[src/rtl/tdec_queue.sv]
// Two-entry synchronous queue used between decoder stages.
// No dependencies.
module tdec_queue #(
    parameter int WIDTH = 8
) (
    input  logic             clk,
    input  logic             rst_n,
    input  logic             push,
    output logic             full,
    input  logic [WIDTH-1:0] din,
    input  logic             pop,
    output logic             empty,
    output logic [WIDTH-1:0] dout
);

    logic [WIDTH-1:0] mem_reg [2];
    logic             wr_ptr_reg, wr_ptr_next;
    logic             rd_ptr_reg, rd_ptr_next;
    logic [1:0]       count_reg, count_next;
    logic             do_push, do_pop;

    assign full    = (count_reg == 2'd2);
    assign empty   = (count_reg == 2'd0);
    assign do_push = push && !full;
    assign do_pop  = pop && !empty;
    assign dout    = mem_reg[rd_ptr_reg];

    always_comb
    begin
        wr_ptr_next = do_push ? !wr_ptr_reg : wr_ptr_reg;
        rd_ptr_next = do_pop ? !rd_ptr_reg : rd_ptr_reg;
        count_next  = count_reg;
        if (do_push && !do_pop)
        begin
            count_next = count_reg + 2'd1;
        end
        else if (do_pop && !do_push)
        begin
            count_next = count_reg - 2'd1;
        end
    end

    always_ff @(posedge clk or negedge rst_n)
    begin
        if (!rst_n)
        begin
            wr_ptr_reg <= 1'b0;
            rd_ptr_reg <= 1'b0;
            count_reg  <= 2'd0;
        end
        else
        begin
            wr_ptr_reg <= wr_ptr_next;
            rd_ptr_reg <= rd_ptr_next;
            count_reg  <= count_next;
        end
    end

    always_ff @(posedge clk)
    begin
        if (do_push)
        begin
            mem_reg[wr_ptr_reg] <= din;
        end
    end

endmodule

[config.mk]
export PLATFORM = sky130hd
export DESIGN_NAME = tdec_queue
export DESIGN_NICKNAME = d
export VERILOG_FILES = /design/src/rtl/tdec_queue.sv
export SDC_FILE = /design/constraint.sdc
export NUM_CORES = 1
export LEC_CHECK = 0
export ABC_AREA = 1
export BUFFER_PORTS_ARGS = -buffer_cell sky130_fd_sc_hd__buf_4
export CAP_MARGIN = 25
export CORE_MARGIN = 1.5
export CORE_UTILIZATION = 44
export CTS_CLUSTER_SIZE = 30
export DETAILED_ROUTE_END_ITERATION = 10
export GPL_TIMING_DRIVEN = 0
export PLACE_DENSITY_LB_ADDON = 0.2
export SETUP_SLACK_MARGIN = 0.2
export SLEW_MARGIN = 10
export SYNTH_ARGS = -nofsm -noshare
export SYNTH_HDL_FRONTEND = slang
export SYNTH_SLANG_ARGS = --single-unit
[constraint.sdc]
create_clock -name clk -period 1.3 [get_ports clk]
set_input_delay 0.26 -clock clk [delete_from_list [all_inputs] [get_ports clk]]
set_output_delay 0.26 -clock clk [all_outputs]
set_load 0.02 [all_outputs]
; Word-level counts from Yosys, hierarchy flattened
; Memories as Yosys holds them, arrays and structs flattened.
; Cells that the tools add are included.
[op_classes]
addsub = 2
eq_ne = 1
n_mux = 4
n_reduce_logical = 12
[ops]
columns = operator, count
row1 = logical NOT 1 bit, 6
row2 = logical AND 1 bit, 4
row3 = two-way mux 2 bit, 2
row4 = "adder 2 x 1 -> 2 bit, second input constant", 1
row5 = "== test 2 bit, second input constant", 1
row6 = logical NOT 2 bit, 1
row7 = two-way mux 1 bit, 2
row8 = nonzero test 2 bit, 1
row9 = "subtractor 2 x 1 -> 2 bit, second input constant", 1
[totals]
regBits = 4
mem_bits_rw = 16
out_inout_bits = 10
elab_cells = 23
memories = 1
[mem_list]
columns = name, words, width, read_ports, rd_ports_with_merged_regs, write_ports, line
row1 = mem_reg, 2, 8, 1, 0, 1, 16  ; logic [WIDTH-1:0] mem_reg [2];

; Depth between registers and ports, before layout
; Gate-level depths: netlist (run 1).
[depth]
word_depth = 7
ltp_mapped = 9
mapped_depth_nobuf = 9

; Worst setup path after synthesis (run 1)
; OpenSTA, ideal clock, no wires.
[synth_path]
path_kind = register to register
from = register count_reg[0]
to = register count_reg[1]
setup_ps = 117
arrival_ps = 1302
required_ps = 1183
path_slack_ps = -118
path_stages_with_launch = 8
path_buffers = 0
period_less_slack_ps = 1418
path_cell_list = dfrtp_1 nor2_2 nor2_2 ha_1 inv_1 nand3_1 nand2_1 nand2_1
[synth_between]
elab_chain_cells = 6
[synth_lines]
columns = item, line
row1 = "start, declared", 19  ; logic [1:0] count_reg, count_next;
row2 = "start signal, assigned", 55  ; count_reg <= count_next;
row3 = == test 2 bit *, 22  ; assign full = (count_reg == 2'd2);
row4 = net full, 9  ; output logic full,
row5 = logical NOT 1 bit *, 24  ; assign do_push = push && !full;
row6 = logical AND 1 bit *, 24
row7 = net do_push, 20  ; logic do_push, do_pop;
row8 = logical NOT 1 bit, 37  ; else if (do_pop && !do_push)
row9 = logical AND 1 bit, 37
row10 = nonzero test 2 bit (no line), --
; The timed path passes the listed nets; every way through them passes the cells marked *. The select of a mux whose other input is x is not followed.
; A chain may end at the register's enable or synchronous reset.

; Final worst setup path (run 1)
[layout_path]
from = register rd_ptr_reg
to = output dout[7]
[layout_between]
elab_chain_cells = 1
[layout_lines]
columns = item, line
row1 = "start, declared", 18  ; logic rd_ptr_reg, rd_ptr_next;
row2 = "start signal, assigned", 54  ; rd_ptr_reg <= rd_ptr_next;
row3 = memory (2 x 8 bit), --
row4 = "end, declared", 13  ; output logic [WIDTH-1:0] dout
; Every way passes these cells.

==> results.md, run 1 <==
Layout:
- In the final layout, the share of cells above drive strength 1 is about 48%.
- Leaving out fill and tap cells, the most frequent cells in the layout are sky130_fd_sc_hd__nand2_1 (31), sky130_fd_sc_hd__buf_6 (16), sky130_fd_sc_hd__edfxtp_1 (16).
- The storage element area is between 500 and 600 um2.
- The net count of the finished layout is between 100 and 150.
- The library cell used most frequently in the layout, excluding fill and tap cells, is sky130_fd_sc_hd__nand2_1.
- The number of flip-flops in the largest register is 16.
- Relative to the synthesized area, the layout overhead comes to 55.3%.
- The multi-input combinational cells in the finished layout cover a total of 272 um2.
- The layout filler cell count is approximately 130.
- 0 antenna diodes ended up in the layout.

Power and ir drop:
- The completed layout was analyzed and its total power is 0.00299 W.
- In this run the power density over the cells is 2380 mW/mm2.
- The worst-case IR drop observed on VDD is 1650 uV.
- The leakage power of the design is 0.556 nW.

Critical path:
- Grouping stages by cell kind, the critical path spends the most delay in buffers and inverters.
- On the worst path, the slowest cell contributes a delay of 370 ps.
- The kind of end point of the critical path is an output pin.
- The type of origin of the critical path is a register.
- STA puts the critical path data arrival time at 1160 ps.
- The largest individual stage delay along the critical path comes from the cell sky130_fd_sc_hd__dfrtp_1.
- Along the worst path, the maximum fanout reaches 6.
- The critical path goes through buf_6, clkinvlp_4, nand2_1, nand2_1, buf_6.
- The critical path start-end classification is reg -> out.
- The required time at the endpoint of the critical path is 1040 ps.
- The setup check on the worst reg-to-reg path leaves a slack of -60 ps.
- Counting both buffers and inverters, the worst setup path holds a total of 3.

Placed design:
- Routability-driven placement finished with a final weighted congestion of around 0.73.
- The HPWL after detailed placement is 896 um.
- During placement, the flow inserted port buffers numbering 21.

STA:
- The worst setup margin is -119 ps.
- The number of max-slew violations in the final report was 0.
- The worst clock skew on the final layout is 0.982 ps.
- Measured against its own limit, the worst slew margin works out to 89.3%.
- The number of hold-slack violations in the final timing report is 0.
- Of the available clock period, the critical path in the final layout requires 109%.
- Static timing analysis puts the maximum clock frequency at 0.705 GHz.
- Setup repair after global routing could not meet its margin everywhere.
- The measured slew at the worst slew-check pin is 160 ps.
- The minimum clock period after layout is between 1000 and 1500 ps.
- The final setup violation count is 10.
- Adding up every negative setup slack in the final design gives -907 ps.

Floorplanning:
- The effective utilization at floorplan is between 40% and 50%.
- The number of top-level pins is 22.
- The core area is 0.00173 mm2.
- The die covers 0.00211 mm2.
- From left edge to right edge, the die measures around 46 um.
- In this run the core area contains 15 standard-cell rows.
- The die extent in y is 45.9 um.

GRT:
- The number of global-route vias before repair is 576.
- Entering global routing, the biggest net connects 12 pins.
- The remaining global-route overflow is 0.
- The number of antenna violations at the first check in global routing is 0.
- The global-route usage over all layers is 16.6%.
- The first global-routing pass estimated 2390 um of wire.

Clock tree:
- The clock latency reported for the late side of the worst-skew pair is 290 ps.
- The clock buffer count from CTS is 3.
- The deepest clock path buffer count is 2.
- Clock-pin slew was measured on the worst setup and hold paths at 100 ps.
- CTS saw 20 sinks.
- TritonCTS built the clock tree.
- In this run the number of H-tree levels came out at 1.
- The tree is rooted in a sky130_fd_sc_hd__clkbuf_4.

Drt:
- The first routing iteration left 13 violations.
- The routed layout has 617 vias.
- In this run the remaining antenna-violating nets after routing total 0.
- The DRC violations left is 0.
- Before antenna repair, the detailed router went through 5 iterations.
- The final layout contains routed wiring with a total length of 1620 um.
- The average wire length per cell after detail routing is 12.1 um.
- The routed via count divided by cell count is about 4.6.

Run status:
- The run finished, with violations left.
- The final reports fail on setup timing.

Logic synthesis:
- After synthesis, flip-flops and latches occupy 71.7% of the total area.
- The post-synth net total is 86.
- The total of flip-flops plus latches after synthesis is 20.
- A synthesized cell averages 11.1 um2.
- The number of unique standard cell types used by synthesis is 14.
- The post-synth design cell area is 810 um2.
- The synthesized netlist cell count is 73.
- During synthesis, Yosys emitted a total of 0 warnings.

Hold path:
- The path type of the worst min-delay path is in -> reg.

Flow run:
- Across the run, the number of max-cap violations was 0.
==> routing by layer <==
layer / track usage, % / vias to the layer above / part of all wire [%]
met1: 20.1 / 290 / 44
met5: 0 / - / 0
li1: - / 307 / -
met4: 6.86 / 0 / 0.62
met3: 3.97 / 2 / 3.7
met2: 28.1 / 18 / 51
==> where the power goes <==
part           internal, W  total (W)  leakage (nW)  switching [W]
Combinational     0.000813    0.00171         0.346       0.000898
Clock             0.000111   0.000281        0.0154       0.000169
Sequential        0.000896   0.000998         0.195       0.000103
Total              0.00182    0.00299         0.556        0.00117
==> synthesized netlist by cell type <==
cell | count | area (um2)
sky130_fd_sc_hd__nor2_2 | 2 | 12.5
sky130_fd_sc_hd__nand4_1 | 1 | 6.26
sky130_fd_sc_hd__dfrtp_1 | 4 | 100
sky130_fd_sc_hd__nand3b_1 | 1 | 7.51
sky130_fd_sc_hd__xnor2_1 | 1 | 8.76
sky130_fd_sc_hd__nand3_1 | 1 | 5.00
sky130_fd_sc_hd__inv_2 | 1 | 3.75
sky130_fd_sc_hd__ha_1 | 1 | 12.5
sky130_fd_sc_hd__edfxtp_1 | 16 | 480
sky130_fd_sc_hd__o21ai_0 | 2 | 10.0
sky130_fd_sc_hd__inv_1 | 7 | 26.3
sky130_fd_sc_hd__buf_2 | 1 | 5.00
sky130_fd_sc_hd__nand2_1 | 33 | 124
sky130_fd_sc_hd__nor2_1 | 2 | 7.51
==> kinds of logic (layout without fill, tap and decap cells) <==
| logic type | Yosys count | in the layout | synth area share, % |
|---|---|---|---|
| AND/OR/NAND/NOR | 40 | 40 | 20.1 |
| flip-flops | 20 | 20 | 71.7 |
| buffers and inverters | 9 | 45 | 4.33 |
| AO/OA/AOI/OAI | 2 | 2 | 1.24 |
| adder cells (fa/ha/maj) | 1 | 1 | 1.55 |
| XOR/XNOR | 1 | 1 | 1.08 |
==> repair_timing <==
item / CTS / global route
pin swaps: 9 / 5
cloned: 2 / 0
endpoints found under the hold margin: 4 / 0
setup buffers: 8 / 0
gates resized for setup: 30 / 7
setup endpoints to repair: 28 / 28
hold buffers: 1 / 0
==> layout make-up <==
type,count,area share (%)
Timing Repair inverter,1,0.597
Timing Repair Buffer,31,23.0
Clock buffer,3,1.79
Clock inverter,1,0.299
Sequential cell,20,46.4
Inverter,8,2.99
Buffer,1,0.896
Tap cell,25,2.49
Multi-Input combinational cell,44,21.6
==> through the flow <==
stage / cells / setup WS [ps] / hold WS, ps / area (um2) / util [%]
floorplan: 73 / 7.02 / -35.6 / 818 / -
global route: 134 / -201 / 133 / 1260 / 72.8
finish: 134 / -119 / 149 / 1260 / 72.8
detailed placement: 119 / -46.9 / 59.9 / 1010 / 58.3
global placement: 119 / -53.2 / 60.9 / 1010 / 58.3
CTS: 134 / -144 / 143 / 1230 / 71.3
==> worst reg2reg max path, delay by kind of cell, from the launching register on <==
| family | cells | cell delay, ps |
|---|---|---|
| flops | 1 | 470 |
| fa+ha+maj | 1 | 240 |
| buf+inv | 2 | 210 |
| simple gates | 3 | 180 |
| compound gates | 1 | 160 |
==> path summary, 6_finish.rpt <==
| kind | startpoint | depth (start not counted) | end |
|---|---|---|---|
| min in group asynchronous | rst_n | 2 | count_reg[1]$_DFFE_PN0P_ |
| worst max register to register | count_reg[0]$_DFFE_PN0P_ | 7 | count_reg[1]$_DFFE_PN0P_ |
| worst min register to register | wr_ptr_reg$_DFFE_PN0P_ | 2 | wr_ptr_reg$_DFFE_PN0P_ |
| worst min-delay path | din[2] | 1 | mem_reg[0][2]$_DFFE_PP_ |
| worst max-delay path | rd_ptr_reg$_DFFE_PN0P_ | 5 | dout[7] |
| max in group asynchronous | rst_n | 2 | count_reg[0]$_DFFE_PN0P_ |
Note: power is estimated with default switching activity, not from simulation.
==> inputs of run 2 (changes only) <==
--- a/config.mk
+++ b/config.mk
@@ -13,7 +13,7 @@
 export CTS_CLUSTER_SIZE = 30
 export DETAILED_ROUTE_END_ITERATION = 10
 export GPL_TIMING_DRIVEN = 0
-export PLACE_DENSITY_LB_ADDON = 0.2
+export PLACE_DENSITY = 0.69
 export SETUP_SLACK_MARGIN = 0.2
 export SLEW_MARGIN = 10
 export SYNTH_ARGS = -nofsm -noshare
==> run 2 against run 1 <==
The run still ends with setup timing left. Design area grew 4.5%. Worst setup slack improved by 8.3 ps. Routed wire length grew 10%. Via count rose by 3.4%. Register-to-register slack improved by 30 ps. Hold slack got worse by 6.6 ps. Combinational power increased by 8%. Flip-flop and latch count is the same. Largest cell class unchanged. Largest power group unchanged.
==> results.md, run 2 (synthesis results as in run 1) <==
Run status:
- The flow ran to the end, but the final reports show violations.
- The final reports fail on setup timing.

STA:
- The maximum clock frequency is 0.709 GHz (+0.59%).
- The number of hold-slack violations in the final timing report is 0 (unchanged).
- The minimum clock period after layout is 1410 ps (-8.26 ps).
- Setup repair after global routing could not meet its margin everywhere.
- The final setup violation count came to 18 (+8).
- The worst setup margin is -110 ps (+8.26 ps).
- The number of max-slew violations in the final report is 0 (unchanged).
- The measured slew at the worst slew-check pin came to 202 ps (+41.3 ps).
- The aggregate negative setup slack is -993 ps (-86.1 ps).
- The worst clock skew on the final layout came to 3.56 ps (+2.58 ps).
- The ratio of final minimum period to clock period was 108% (-0.64 points).
- The normalized max-slew margin came to 86.5% (-2.7 points).

Hold path:
- The startpoint identified for the worst hold timing path is din[5].
- The count of cells along the worst hold path came to 1 (unchanged).
- In this run the worst hold path is classified as in -> reg.
- The path with the worst hold slack has its endpoint at mem_reg[1][5]$_DFFE_PP_.

Floorplanning:
- The width of the die is 45.9 um (unchanged).
- The core area is 0.00173 mm2 (unchanged).
- The effective utilization at floorplan was 46.9% (unchanged).
- The die area is 0.00211 mm2 (unchanged).
- The number of top-level pins is 22 (unchanged).
- The die extent in y is 45.9 um (unchanged).
- The number of standard-cell rows in the floorplan came to 15 (unchanged).

Power and ir drop:
- The worst ir drop on vdd is 1600 uV (-2.8%).
- The total power divided by cell area is 2400 mW/mm2 (+0.92%).
- The leakage power of the design is 0.575 nW (+3.4%).

GRT:
- The maximum number of pins on one net before global-route repair was 12 (unchanged).
- The number of antenna violations at the first check in global routing is 0 (unchanged).
- The global-route usage over all layers was 18.8% (+2.2 points).
- The remaining global-route overflow came to 0 (unchanged).
- The number of global-route vias before repair is 610 (+5.9%).
- The wire length of the first global-routing pass is 2630 um (+9.8%).

Layout:
- The final non-filler cell total was 136 (+1.5%).
- The fraction of final layout cells sized beyond drive strength 1 is 58.6% (+11 points).
- The number of antenna repair diodes is 0 (unchanged).
- Compared with the post-synthesis result, the final layout area differs by 62.3%.
- Leaving out fill and tap cells, the most frequent cell in the layout is sky130_fd_sc_hd__nand2_1.
- The final-stage net count was 125 (+1.6%).
- In the layout the commonest cells are sky130_fd_sc_hd__nand2_1 (19), sky130_fd_sc_hd__buf_6 (16), sky130_fd_sc_hd__edfxtp_1 (16).
- The number of flip-flops in the largest register is 16 (unchanged).

Clock tree:
- The deepest level of the CTS H-tree came to 1 (unchanged).
- The clock latency reported for the late side of the worst-skew pair came to 290 ps (about the same).
- TritonCTS built the clock tree.
- The TritonCTS sink count came to 20 (unchanged).
- The cell chosen for the clock root is sky130_fd_sc_hd__clkbuf_4.
- The clock transition at the registers of the reported paths is 100 ps (about the same).
- The deepest clock path buffer count is 2 (unchanged).
- The clock buffer count from CTS is 3 (unchanged).

Drt:
- The remaining antenna violation count came to 0 (unchanged).
- The total number of vias is 638 (+3.4%).
- The DRC violations left is 0 (unchanged).
- The number of detailed-route iterations in the first pass is 4 (-1).
- The average wire length per cell after detail routing is 13.2 um (+8.5%).
- The detailed router's first-iteration violation count is 7 (-6).
- The routed via count divided by cell count was 4.69 (+1.9%).
- The detailed-route wire length is 1790 um (+10%).

Critical path:
- The required time at the endpoint of the critical path is 1040 ps (about the same).
- The number of cells on the worst reg-to-reg path came to 8 (+1).
- The maximum fanout count along the critical path was 6 (unchanged).
- The critical path start-end classification is reg -> out.
- The capturing point of the worst reg2reg path is count_reg[1]$_DFFE_PN0P_.
- The arrival time of data at the critical path endpoint came to 1150 ps (about the same).
- The register-to-register path setup slack is -30 ps (+30 ps).
- The worst setup path is launched from a register.
- STA classifies the critical path endpoint as an output pin.
- The launching point of the worst reg2reg path is count_reg[1]$_DFFE_PN0P_.

Placed design:
- The final weighted congestion in routability-driven placement is 0.621 (-15%).
- The detailed-placement wirelength estimate is 1000 um (+12%).
- The number of buffers inserted by port buffering is 21 (unchanged).
- The total instance count after detailed placement came to 119 (unchanged).

Flow run:
- The number of violations of the max-capacitance limit is 0 (unchanged).
run 2: changes by cell type in the layout (fill, tap and decap cells not counted), sizes merged:
| cell | before | now |
|---|---|---|
| inv | 7 | 8 |
| buf | 31 | 33 |
| clkinvlp | 1 | 0 |
run 2: worst max path at each step:
| stage | from | endpoint | slack (ps) | cells after the start |
|---|---|---|---|---|
| final | rd_ptr_reg$_DFFE_PN0P_ | dout[5] | -110 | 5 |
| after global routing | rd_ptr_reg$_DFFE_PN0P_ | dout[0] | -180 | 5 |
| after CTS | rd_ptr_reg$_DFFE_PN0P_ | dout[4] | -130 | 5 |
| after detailed placement | count_reg[1]$_DFFE_PN0P_ | mem_reg[1][0]$_DFFE_PP_ | -120 | 3 |
| after global placement | count_reg[0]$_DFFE_PN0P_ | count_reg[1]$_DFFE_PN0P_ | -50 | 6 |
| after floorplan | count_reg[1]$_DFFE_PN0P_ | count_reg[1]$_DFFE_PN0P_ | 7 | 8 |
run 2: stage by stage:
stage / worst slack, ps / area (um2) / utilization, % / hold WS, ps / power [W]
after global routing: -176 / 1310 / 76.1 / 130 / 0.00334
final: -110 / 1310 / 76.1 / 143 / 0.00315
after CTS: -126 / 1230 / 71.2 / 137 / 0.00290
after floorplan: 7.02 / 818 / - / -35.6 / 0.00166
after global placement: -48.9 / 1010 / 58.3 / 56.8 / 0.00203
after detailed placement: -124 / 1010 / 58.3 / 59.1 / 0.00208
run 2: area by class of cell:
cell class | instances | area (um2)
sequential | 20 | 583
fill | 122 | 413
timing repair buffer | 33 | 317
multi-input combinational | 44 | 292
inverter | 8 | 45.0
tap | 25 | 31.3
clock buffer | 3 | 22.5
buffer | 1 | 11.3
timing repair inverter | 1 | 8.76
clock inverter | 1 | 3.75
run 2: critical path: stages (launching register included):
cell                      delay [ps]
sky130_fd_sc_hd__dfrtp_1         410
sky130_fd_sc_hd__buf_6           160
sky130_fd_sc_hd__inv_8            70
sky130_fd_sc_hd__nand2_1          50
sky130_fd_sc_hd__nand2_1          70
sky130_fd_sc_hd__buf_6           110
run 2: timing repair:
action,4_1_cts,5_1_grt
hold buffers,1,0
hold endpoints to repair,4,0
setup endpoints to repair,28,30
buffers inserted,8,2
resized for setup,28,24
cloned,2,0
pin swaps,7,10
run 2: metal layers:
| layer | track usage (%) | share of wire, % |
|---|---|---|
| met1 | 20.3 | 40 |
| met2 | 33.3 | 55 |
| met3 | 3.57 | 2.3 |
| met4 | 11.4 | 2.1 |
| met5 | 0 | 0 |
run 2: power breakdown:
part,internal [W],total (W),switching [W]
clock network,0.000112,0.000284,0.000173
registers,0.000897,0.00102,0.000127
logic,0.000891,0.00184,0.000953
total,0.00190,0.00315,0.00125
==> inputs of run 3 (changes only) <==
--- a/config.mk
+++ b/config.mk
@@ -15,6 +15,7 @@
 export GPL_TIMING_DRIVEN = 0
 export PLACE_DENSITY = 0.69
 export SETUP_SLACK_MARGIN = 0.2
+export SKIP_LAST_GASP = 1
 export SLEW_MARGIN = 10
 export SYNTH_ARGS = -nofsm -noshare
 export SYNTH_HDL_FRONTEND = slang
==> run 3 against run 2 <==
The run still ends with setup timing left. Design area grew 1.3%. Via count grew 1.3%. Register-to-register slack got worse by 20 ps. Largest cell class unchanged. Utilization is 1.0 points higher. Clock skew down 1.6 ps. Die area did not move. First-iteration DRC count down 29%. Critical path depth did not move. Power rose by 1.9%. Final cell count up 1.5%.
==> results.md, run 3 (synthesis results as in run 1) <==
GRT:
- The global-route usage over all layers came to 18.8% (unchanged).
- The wire length of the first global-routing pass was 2650 um (+0.80%).
- The maximum number of pins on one net before global-route repair came to 12 (unchanged).
- The remaining global-route overflow was 0 (unchanged).
- The number of antenna violations at the first check in global routing is 0 (unchanged).
- The number of global-route vias before repair is 622 (+2.0%).

Floorplanning:
- The die extent in y was 45.9 um (unchanged).
- The number of standard-cell rows in the floorplan is 15 (unchanged).
- The number of top-level pins came to 22 (unchanged).
- The effective utilization at floorplan is 46.9% (unchanged).
- The die area is 0.00211 mm2 (unchanged).
- The width of the die is 45.9 um (unchanged).
- The core area is 0.00173 mm2 (unchanged).

Drt:
- The average wire length per cell after detail routing came to 13.1 um (-0.35%).
- The DRC violations left came to 0 (unchanged).
- The remaining antenna violation count is 0 (unchanged).
- The routed via count divided by cell count is 4.68 (-0.21%).
- The routed length on met1 is 699 um (-3.1%).
- The total number of vias is 646 (+1.3%).
- The detailed router's first-iteration violation count was 5 (-2).
- The number of detailed-route iterations in the first pass is 4 (unchanged).
- The detailed-routed wire length on met3 came to 50 um (+19%).
- The detailed-route wire length is 1810 um (+1.1%).
- The top layer reached by signal wires is met4.
- The met2 layer wire length in the routed design came to 1020 um (+3.1%).

Power and ir drop:
- The switching share of total power is 39.3% (-0.47 points).
- The power consumption is 0.00321 W (+1.9%).
- The clock share of power is 8.8% (-0.2 points).
- The switching component of the power is 0.00126 W (+0.67%).
- The combinational fraction of design power is 59.3% (+0.8 points).
- The worst ir drop on vdd was 1590 uV (-0.43%).
- The total power divided by cell area is 2410 mW/mm2 (+0.54%).
- The cell-internal power is 0.00195 W (+2.7%).
- The proportion of power drawn by flip-flops and latches is 31.9% (-0.6 points).
- The leakage power of the design came to 0.589 nW (+2.5%).

Placed design:
- The total instance count after detailed placement was 119 (unchanged).
- The final weighted congestion in routability-driven placement was 0.621 (unchanged).
- The post-place instance area is 0.00101 mm2 (unchanged).
- The number of buffers inserted by port buffering is 21 (unchanged).
- The worst slack after detailed placement is -124 ps (unchanged).
- The detailed-placement wirelength estimate was 1000 um (unchanged).

Clock tree:
- TritonCTS built the clock tree.
- The deepest level of the CTS H-tree is 1 (unchanged).
- The TritonCTS sink count is 20 (unchanged).
- The deepest clock path buffer count was 2 (unchanged).
- The clock buffer count from CTS is 3 (unchanged).
- Clock tree synthesis selected as its root buffer the cell sky130_fd_sc_hd__clkbuf_4.
- The clock transition at the registers of the reported paths was 100 ps (about the same).
- The clock latency reported for the late side of the worst-skew pair was 290 ps (about the same).

Critical path:
- The arrival time of data at the critical path endpoint was 1150 ps (about the same).
- The maximum fanout count along the critical path is 6 (unchanged).
- STA classifies the critical path endpoint as an output pin.
- The worst setup path is launched from a register.
- The required time at the endpoint of the critical path is 1040 ps (about the same).
- The register-to-register path setup slack was -50 ps (-20 ps).
- The critical path start-end classification is reg -> out.

STA:
- The maximum clock frequency was 0.709 GHz (about the same).
- The measured slew at the worst slew-check pin is 200 ps (-1.45 ps).
- The number of hold-slack violations in the final timing report is 0 (unchanged).
- The final setup violation count is 27 (+9).
- Setup repair after global routing could not meet its margin everywhere.
- The normalized max-slew margin was 86.6% (+0.11 points).
- The number of max-slew violations in the final report is 0 (unchanged).
- The minimum clock period after layout was 1410 ps (-0.372 ps).
- The worst clock skew on the final layout is 1.91 ps (-1.65 ps).
- The worst setup margin came to -110 ps (+0.372 ps).
- The ratio of final minimum period to clock period is 108% (about the same).

Layout:
- The layout filler cell count is 117 (-4.1%).
- The final instance area is 0.00133 mm2 (+1.3%).
- The final non-filler cell total came to 138 (+1.5%).
- The number of antenna repair diodes came to 0 (unchanged).
- The fraction of final layout cells sized beyond drive strength 1 came to 60.2% (+1.6 points).
- The area added between synthesis and finish is 64.5%.
- The final-stage net count is 127 (+1.6%).
- The number of flip-flops in the largest register came to 16 (unchanged).
- The core occupancy in the finished layout came to 77.1% (+1.0 points).
- The library cells used most frequently in the layout, excluding fill and tap cells, are sky130_fd_sc_hd__nand2_1 (20), sky130_fd_sc_hd__buf_4 (17), sky130_fd_sc_hd__buf_6 (16), sky130_fd_sc_hd__edfxtp_1 (16), sky130_fd_sc_hd__nand2_2 (12).
- The most common cell after layout, fill and taps aside is sky130_fd_sc_hd__nand2_1.

Flow run:
- The number of violations of the max-capacitance limit is 0 (unchanged).

Hold path:
- The path type of the worst min-delay path is in -> reg.

Run status:
- The final reports fail on setup timing.
- The run finished, with violations left.
==> run 3: cell types whose count changed in the layout (fill, tap and decap cells not counted) <==
cell	previous run	this run
sky130_fd_sc_hd__buf_4	15	17
sky130_fd_sc_hd__nand2_2	13	12
sky130_fd_sc_hd__nand2_1	19	20
sky130_fd_sc_hd__inv_4	1	0
sky130_fd_sc_hd__xnor2_1	1	0
sky130_fd_sc_hd__inv_1	4	3
sky130_fd_sc_hd__xnor2_2	0	1
sky130_fd_sc_hd__inv_2	1	3
==> run 3: per-stage QoR <==
| step | setup TNS, ps | hold slack, ps |
|---|---|---|
| after floorplan | 0 | -35.6 |
| after global placement | -432 | 56.8 |
| after detailed placement | -1070 | 59.1 |
| after CTS | -989 | 137 |
| after global routing | -2550 | 130 |
| final | -1320 | 145 |
==> run 3: worst paths after layout <==
| path | depth (start not counted) | endpoint | from |
|---|---|---|---|
| worst max-delay path | 5 | dout[5] | rd_ptr_reg$_DFFE_PN0P_ |
| worst min-delay path | 1 | mem_reg[1][5]$_DFFE_PP_ | din[5] |
| worst max register to register | 6 | mem_reg[1][7]$_DFFE_PP_ | count_reg[1]$_DFFE_PN0P_ |
| worst min register to register | 2 | wr_ptr_reg$_DFFE_PN0P_ | wr_ptr_reg$_DFFE_PN0P_ |
| max in group asynchronous | 2 | count_reg[1]$_DFFE_PN0P_ | rst_n |
| min in group asynchronous | 2 | count_reg[0]$_DFFE_PN0P_ | rst_n |
==> run 3: critical path, cell delays in order, from the launching register on <==
cell and delay [ps]:
sky130_fd_sc_hd__dfrtp_1 410, sky130_fd_sc_hd__buf_6 160, sky130_fd_sc_hd__inv_8 70, sky130_fd_sc_hd__nand2_1 50, sky130_fd_sc_hd__nand2_1 70, sky130_fd_sc_hd__buf_6 110
==> run 3: final cells by class <==
| type | instances | area, um2 | share of cell area, % |
|---|---|---|---|
| clock buffers | 3 | 22.5 | 1.69 |
| flip-flops and latches | 20 | 583 | 43.8 |
| multi-input cells | 44 | 297 | 22.3 |
| plain buffers | 1 | 11.3 | 0.846 |
| repair inverters | 1 | 8.76 | 0.658 |
| well taps | 25 | 31.3 | 2.35 |
| repair buffers | 35 | 332 | 24.9 |
| clock inverters | 1 | 3.75 | 0.282 |
| inverters | 8 | 42.5 | 3.20 |
==> run 3: power by group through the flow <==
| stage | Sequential (W) | Combinational (W) | Clock, W |
|---|---|---|---|
| 6_report | 0.00102 | 0.00190 | 0.000282 |
| 3_5_place_dp | 0.000995 | 0.00108 | 0 |
| 3_3_place_gp | 0.000991 | 0.00104 | 0 |
| 2_1_floorplan | 0.000977 | 0.000687 | 0 |
| 5_1_grt | 0.00104 | 0.00205 | 0.000316 |
| 4_1_cts | 0.000995 | 0.00156 | 0.000294 |
==> run 3: what timing repair did <==
item / in CTS / in global routing
hold buffers: 1 / 0
endpoints found under the hold margin: 4 / 0
endpoints found under the setup margin: 28 / 30
gates resized for setup: 24 / 28
pin swaps: 4 / 14
gates cloned: 2 / 0
buffers inserted: 8 / 4
==> run 3: per-layer routing <==
| layer | vias up | GRT usage (%) |
|---|---|---|
| met3 | 4 | 3.57 |
| met2 | 19 | 32.2 |
| li1 | 318 | - |
| met1 | 305 | 20.8 |
| met5 | - | 0 |
| met4 | 0 | 12.6 |
